==> src/hdl/qrs_div_pipe.sv <==
// ----------------------------------------------------------------------------
// qrs_div_pipe
// Pipelined unsigned restoring divider, one quotient bit per stage.
// ----------------------------------------------------------------------------
module qrs_div_pipe #(
  parameter int NUM_W = 28,
  parameter int DEN_W = 18
) (
  input  logic             clk_i,
  input  logic             en_i,
  input  logic [NUM_W-1:0] num_i,
  input  logic [DEN_W-1:0] den_i,
  output logic [NUM_W-1:0] quo_o
);

  logic [NUM_W-1:0] dvd_q [1:NUM_W];
  logic [DEN_W-1:0] rem_q [1:NUM_W];
  logic [DEN_W-1:0] den_q [1:NUM_W];

  for (genvar k = 0; k < NUM_W; k++) begin : g_stage
    logic [NUM_W-1:0] dvd_s;
    logic [DEN_W-1:0] rem_s;
    logic [DEN_W-1:0] den_s;
    logic [DEN_W:0]   rn;
    logic [DEN_W:0]   sub;
    logic             ge;

    if (k == 0) begin : g_first
      assign dvd_s = num_i;
      assign rem_s = '0;
      assign den_s = den_i;
    end else begin : g_rest
      assign dvd_s = dvd_q[k];
      assign rem_s = rem_q[k];
      assign den_s = den_q[k];
    end

    assign rn  = {rem_s, dvd_s[NUM_W-1]};
    assign sub = rn - {1'b0, den_s};
    assign ge  = (rn >= {1'b0, den_s});

    always_ff @(posedge clk_i) begin
      if (en_i) begin
        rem_q[k+1] <= ge ? sub[DEN_W-1:0] : rn[DEN_W-1:0];
        dvd_q[k+1] <= {dvd_s[NUM_W-2:0], ge};
        den_q[k+1] <= den_s;
      end
    end
  end

  assign quo_o = dvd_q[NUM_W];

endmodule

==> config.mk <==
export PLATFORM = sky130hd
export DESIGN_NAME = qrs_div_pipe
export DESIGN_NICKNAME = d
export VERILOG_FILES = /design/src/hdl/qrs_div_pipe.sv
export SDC_FILE = /design/constraint.sdc
export NUM_CORES = 2
export LEC_CHECK = 0
export ABC_CLOCK_PERIOD_IN_PS = 4150
export BUFFER_PORTS_ARGS = -buffer_cell sky130_fd_sc_hd__buf_2
export CAP_MARGIN = 25
export CORE_MARGIN = 10
export CORE_UTILIZATION = 35
export CTS_CLUSTER_DIAMETER = 40
export DETAILED_ROUTE_END_ITERATION = 8
export PLACE_DENSITY_LB_ADDON = 0.1
export SYNTH_ARGS = -nofsm -noshare
export SYNTH_HDL_FRONTEND = slang
export SYNTH_SLANG_ARGS = --single-unit
==> constraint.sdc <==
create_clock -name clk_i -period 4.15 [get_ports clk_i]
set_input_delay 0.2075 -clock clk_i [delete_from_list [all_inputs] [get_ports clk_i]]
set_output_delay 0.2075 -clock clk_i [all_outputs]
set_load 0.01 [all_outputs]
==> results.md <==
- Placed cells: between 9000 and 10000
- Share of the synthesized area in the top cell type: 0.6444
- Effective utilization at floorplan: 0.3519
- Worst Reg-to-Reg Cells: 9
- Standard cell core area: 232500 sq um
- Net count of the finished layout: 6965
- Routed length per instance: 17.62 um
- Post-route minimum period: ~3.6 ns
- Number of antenna violations at the first check in global routing: 7
- Syn Std Cell Area: 81830 sq um
- Post-Synthesis Net Count: 6513
- Average footprint of a synthesized cell: 13.75 sq um
- Setup slack at placement: approximately 0.56 ns
- CTS H-Tree Depth: 5
- Relative contribution of combinational cells to total power: 0.316
- Fraction of layout instances using a drive strength above 1: 0.1566
- Post-Synth Adder-Cell Area: 0.08098
- Destination of the worst hold path: dvd_q[0][37]$_DFFE_PP_
- R2R Path Start: rem_q[1][126]$_DFFE_PP_
- Multiplexer fraction of the synthesized cell area: 0.04261
- Worst min-delay path category: primary input to register
- Top cells by area, synth: sky130_fd_sc_hd__edfxtp_1, sky130_fd_sc_hd__ha_1, sky130_fd_sc_hd__mux2_2, sky130_fd_sc_hd__inv_1, sky130_fd_sc_hd__xnor2_1
- Main combinational cell family by area after synthesis: compound AO/OA/AOI/OAI gates
- Global route hottest layer: met2
- Met3 track utilization from global routing: 0.02633
- Worst-Skew Late Latency: approximately 0.9 ns
- Horizontal die dimension: 503.5 um
- Global-route met1 utilization: 0.1800
- I/O pin count: 76
- Leakage power figure: between 30 and 40 nW
- Area of the die: 253500 sq um
- # rows: 177
- Worst vdd rail ir drop: 0.0003489 V
- Net load switching power: 24.25 mW
- Filler instances: roughly 21000
- Endpoint of the lowest-slack register-to-register path: rem_q[1][149]$_DFFE_PP_
- Clock network fraction of design power: 0.339
- Total design power: 77.43 mW
- Post-Layout Cell Count: between 9000 and 10000
- Max-slew violation count: 0
- Pin slew with the least headroom to its limit: 0.8523 ns
- Simple-gate portion of the synthesized area: 0.06125
- Via count of the first global-routing pass: 47560
- Routed WL: 171.1 mm
- Total CTS buffers: 336
- Share of synthesized area occupied by flip-flops and latches: 0.6444
- Minimum setup slack in the final design: 0.5692 ns
- Routing usage on met2: 0.2119
- Hold violation total from the final report: 0
- Worst relative slew slack: 0.4318
- Final antenna-violating net count: 0
- Port buffer count: 75
- Deepest clock path buffer count: 4
- GR Overflow Total: 0
- DP HPWL: roughly 120 mm
- Initial DRC Count: 2937
- Crit share post-route: 0.8628
- Drt via density: 4.856
- CTS root buf: sky130_fd_sc_hd__clkbuf_16
- Worst hold start: num_i[8]
- Commonest register cell after synthesis: sky130_fd_sc_hd__edfxtp_1
- Hold path cells: 2
- Clock Skews: 0.04761 ns
- Number of buffers inserted to repair setup after CTS: 0
- Areal power density over the cells: 789.6 nW/um^2
- Post-CTS clock slew at the launch and capture registers of the worst setup and hold paths: about 0.05 ns
- CP arrival: 4.22 ns
- Internal Dissipation: 53.18 mW
- Sw Ratio: 0.3132
- Required time worst endpoint: 4.79 ns
- Setup violations, final: 0
- Total number of yosys warnings: 0
- Number of max-cap violations: 0
- Global-route total usage across every layer: 0.1333
- CTS tree: built
- Count of state elements after synthesis: 1756
- Synth async-reset ratio: 0
- Synth Area in XOR/XNOR: 0.03800
- Setup repair after global routing missed its margin: false
- Total number of vias: approximately 47000
- Sequential share of power: 0.345
- Flop-to-flop setup slack: 0.57 ns
- Count of TritonRoute iterations in the first routing pass: 6
- Area added between synthesis and finish: 19.84%
- Post-Synthesis Cells: 5951
- Largest net degree at the start of global routing: 127
- First-pass GRT wire length: 270.0 mm
- CP Launch Type: register
- Floorplan die height: approximately 500 um
- Timing-limited maximum frequency: 279.3 MHz
- Placer congestion estimate: 0.8259
- Final sum of negative setup slack: 0 ns
- Result of the run: finished, final reports clean
- Hold_ws: 0.07761 ns
- Sink count of the clock tree: 1756
- EDFF count, synth: around 1800
- Category of the worst setup path capture point: register
- Compound-cell area share of the yosys netlist: 0.09809
- DRC violations left: 0
- Maximum net fanout on the critical path: 19
- Library cell with the largest summed area after synthesis: sky130_fd_sc_hd__edfxtp_1
- Startpoint-to-endpoint class of the critical path: register to register
- Distinct cell type count after synthesis: 93
## logic make-up after synthesis
kind of cell,count (synthesis)
flops,1756
mux,309
simple gates,1052
buf+inv,710
fa+ha+maj,514
xor+xnor,355
compound gates,1255
## worst max-delay path by stage
stage | startpoint | end | slack (ns)
after floorplan | rem_q[0][234]$_DFFE_PP_ | rem_q[0][261]$_DFFE_PP_ | 1.0
after global placement | den_q[0][175]$_DFFE_PP_ | rem_q[0][183]$_DFFE_PP_ | 0.56
after detailed placement | rem_q[1][126]$_DFFE_PP_ | rem_q[1][149]$_DFFE_PP_ | 0.56
after CTS | rem_q[1][126]$_DFFE_PP_ | rem_q[1][149]$_DFFE_PP_ | 0.53
after global routing | rem_q[1][126]$_DFFE_PP_ | rem_q[1][149]$_DFFE_PP_ | 0.26
final | rem_q[1][126]$_DFFE_PP_ | rem_q[1][149]$_DFFE_PP_ | 0.57
## layout make-up
type / count / area [sq um] / share of cell area
Inverter: 603 / 2263 / 0.02308
Tap cell: 3043 / 3807 / 0.03882
Multi-Input combinational cell: 3485 / 26310 / 0.2683
Clock inverter: 229 / 2410 / 0.02457
Sequential cell: 1756 / 52730 / 0.5377
Antenna cell: 2 / 5.005 / 0.00005103
Clock buffer: 367 / 8610 / 0.08779
Timing Repair Buffer: 221 / 1929 / 0.01967
## critical path: stages (launching register included)
cell and delay [ns]:
sky130_fd_sc_hd__edfxtp_1 0.43, sky130_fd_sc_hd__ha_1 0.33, sky130_fd_sc_hd__nor2b_1 0.15, sky130_fd_sc_hd__o31ai_1 0.49
sky130_fd_sc_hd__a211oi_1 0.24, sky130_fd_sc_hd__a2111oi_0 0.51, sky130_fd_sc_hd__o21ai_1 0.25, sky130_fd_sc_hd__a41oi_2 0.27
sky130_fd_sc_hd__o211ai_4 0.29, sky130_fd_sc_hd__mux2_2 0.37
## through the flow
stage / util / instance area [sq um]
5_1_grt: 0.4217 / 98070
3_5_place_dp: 0.3710 / 86260
4_1_cts: 0.4217 / 98060
3_3_place_gp: 0.3706 / 86170
2_1_floorplan: - / 81830
6_report: 0.4217 / 98070
## timing repair
action	in CTS	in global routing
hold buffers	78	0
resized for setup	0	0
hold endpoints to repair	115	0
## power groups by stage
stage | combinational, mW | sequential [mW] | clock (mW)
floorplan | 19.1 | 25.9 | 0
global placement | 24.2 | 27.2 | 0
detailed placement | 24.4 | 27.1 | 0
CTS | 24.7 | 26.8 | 27.1
global route | 27.5 | 27.1 | 28.0
finish | 24.5 | 26.7 | 26.3
## layout by cell type, fill, tap and decap left out, types with 36 or more instances in the layout
master,instances
sky130_fd_sc_hd__a21o_1,107
sky130_fd_sc_hd__inv_6,40
sky130_fd_sc_hd__a211oi_1,54
sky130_fd_sc_hd__clkinv_2,46
sky130_fd_sc_hd__nand3_1,85
sky130_fd_sc_hd__inv_1,602
sky130_fd_sc_hd__o31ai_1,38
sky130_fd_sc_hd__o21bai_1,42
sky130_fd_sc_hd__and3_1,40
sky130_fd_sc_hd__ha_1,488
sky130_fd_sc_hd__nor3_1,84
sky130_fd_sc_hd__edfxtp_1,1756
sky130_fd_sc_hd__clkbuf_16,340
sky130_fd_sc_hd__nand4_1,66
sky130_fd_sc_hd__mux2_2,283
sky130_fd_sc_hd__nor2b_1,48
sky130_fd_sc_hd__nand2b_1,36
sky130_fd_sc_hd__a21oi_1,374
sky130_fd_sc_hd__xor2_1,121
sky130_fd_sc_hd__xnor2_1,234
sky130_fd_sc_hd__a31oi_1,43
sky130_fd_sc_hd__o21a_1,83
sky130_fd_sc_hd__dlygate4sd3_1,78
sky130_fd_sc_hd__o21ai_0,277
sky130_fd_sc_hd__buf_4,50
sky130_fd_sc_hd__nand2_1,277
sky130_fd_sc_hd__buf_2,74
sky130_fd_sc_hd__clkinv_1,36
sky130_fd_sc_hd__nor2_1,291
## flip-flops by register name, indices dropped and copies added (netlist names)
| signal | flops |
|---|---|
| dvd_q | 784 |
| den_q | 486 |
| rem_q | 486 |
## metal layers
metal	vias up	wire length (um)
li1	23258	-
met1	22659	79760
met2	807	78370
met3	408	6913
met4	2	6009
met5	-	9
## cells in the mapped netlist (66+ instances only)
| cell | number |
|---|---|
| sky130_fd_sc_hd__xnor2_1 | 234 |
| sky130_fd_sc_hd__a21oi_1 | 377 |
| sky130_fd_sc_hd__nor3_1 | 84 |
| sky130_fd_sc_hd__a21o_1 | 107 |
| sky130_fd_sc_hd__nand2_1 | 277 |
| sky130_fd_sc_hd__edfxtp_1 | 1756 |
| sky130_fd_sc_hd__o21ai_0 | 277 |
| sky130_fd_sc_hd__xor2_1 | 121 |
| sky130_fd_sc_hd__nor2_1 | 291 |
| sky130_fd_sc_hd__o21a_1 | 83 |
| sky130_fd_sc_hd__nand4_1 | 66 |
| sky130_fd_sc_hd__ha_1 | 488 |
| sky130_fd_sc_hd__mux2_2 | 283 |
| sky130_fd_sc_hd__inv_1 | 602 |
| sky130_fd_sc_hd__nand3_1 | 85 |
No activity file was read; power rests on OpenSTA's default activity.
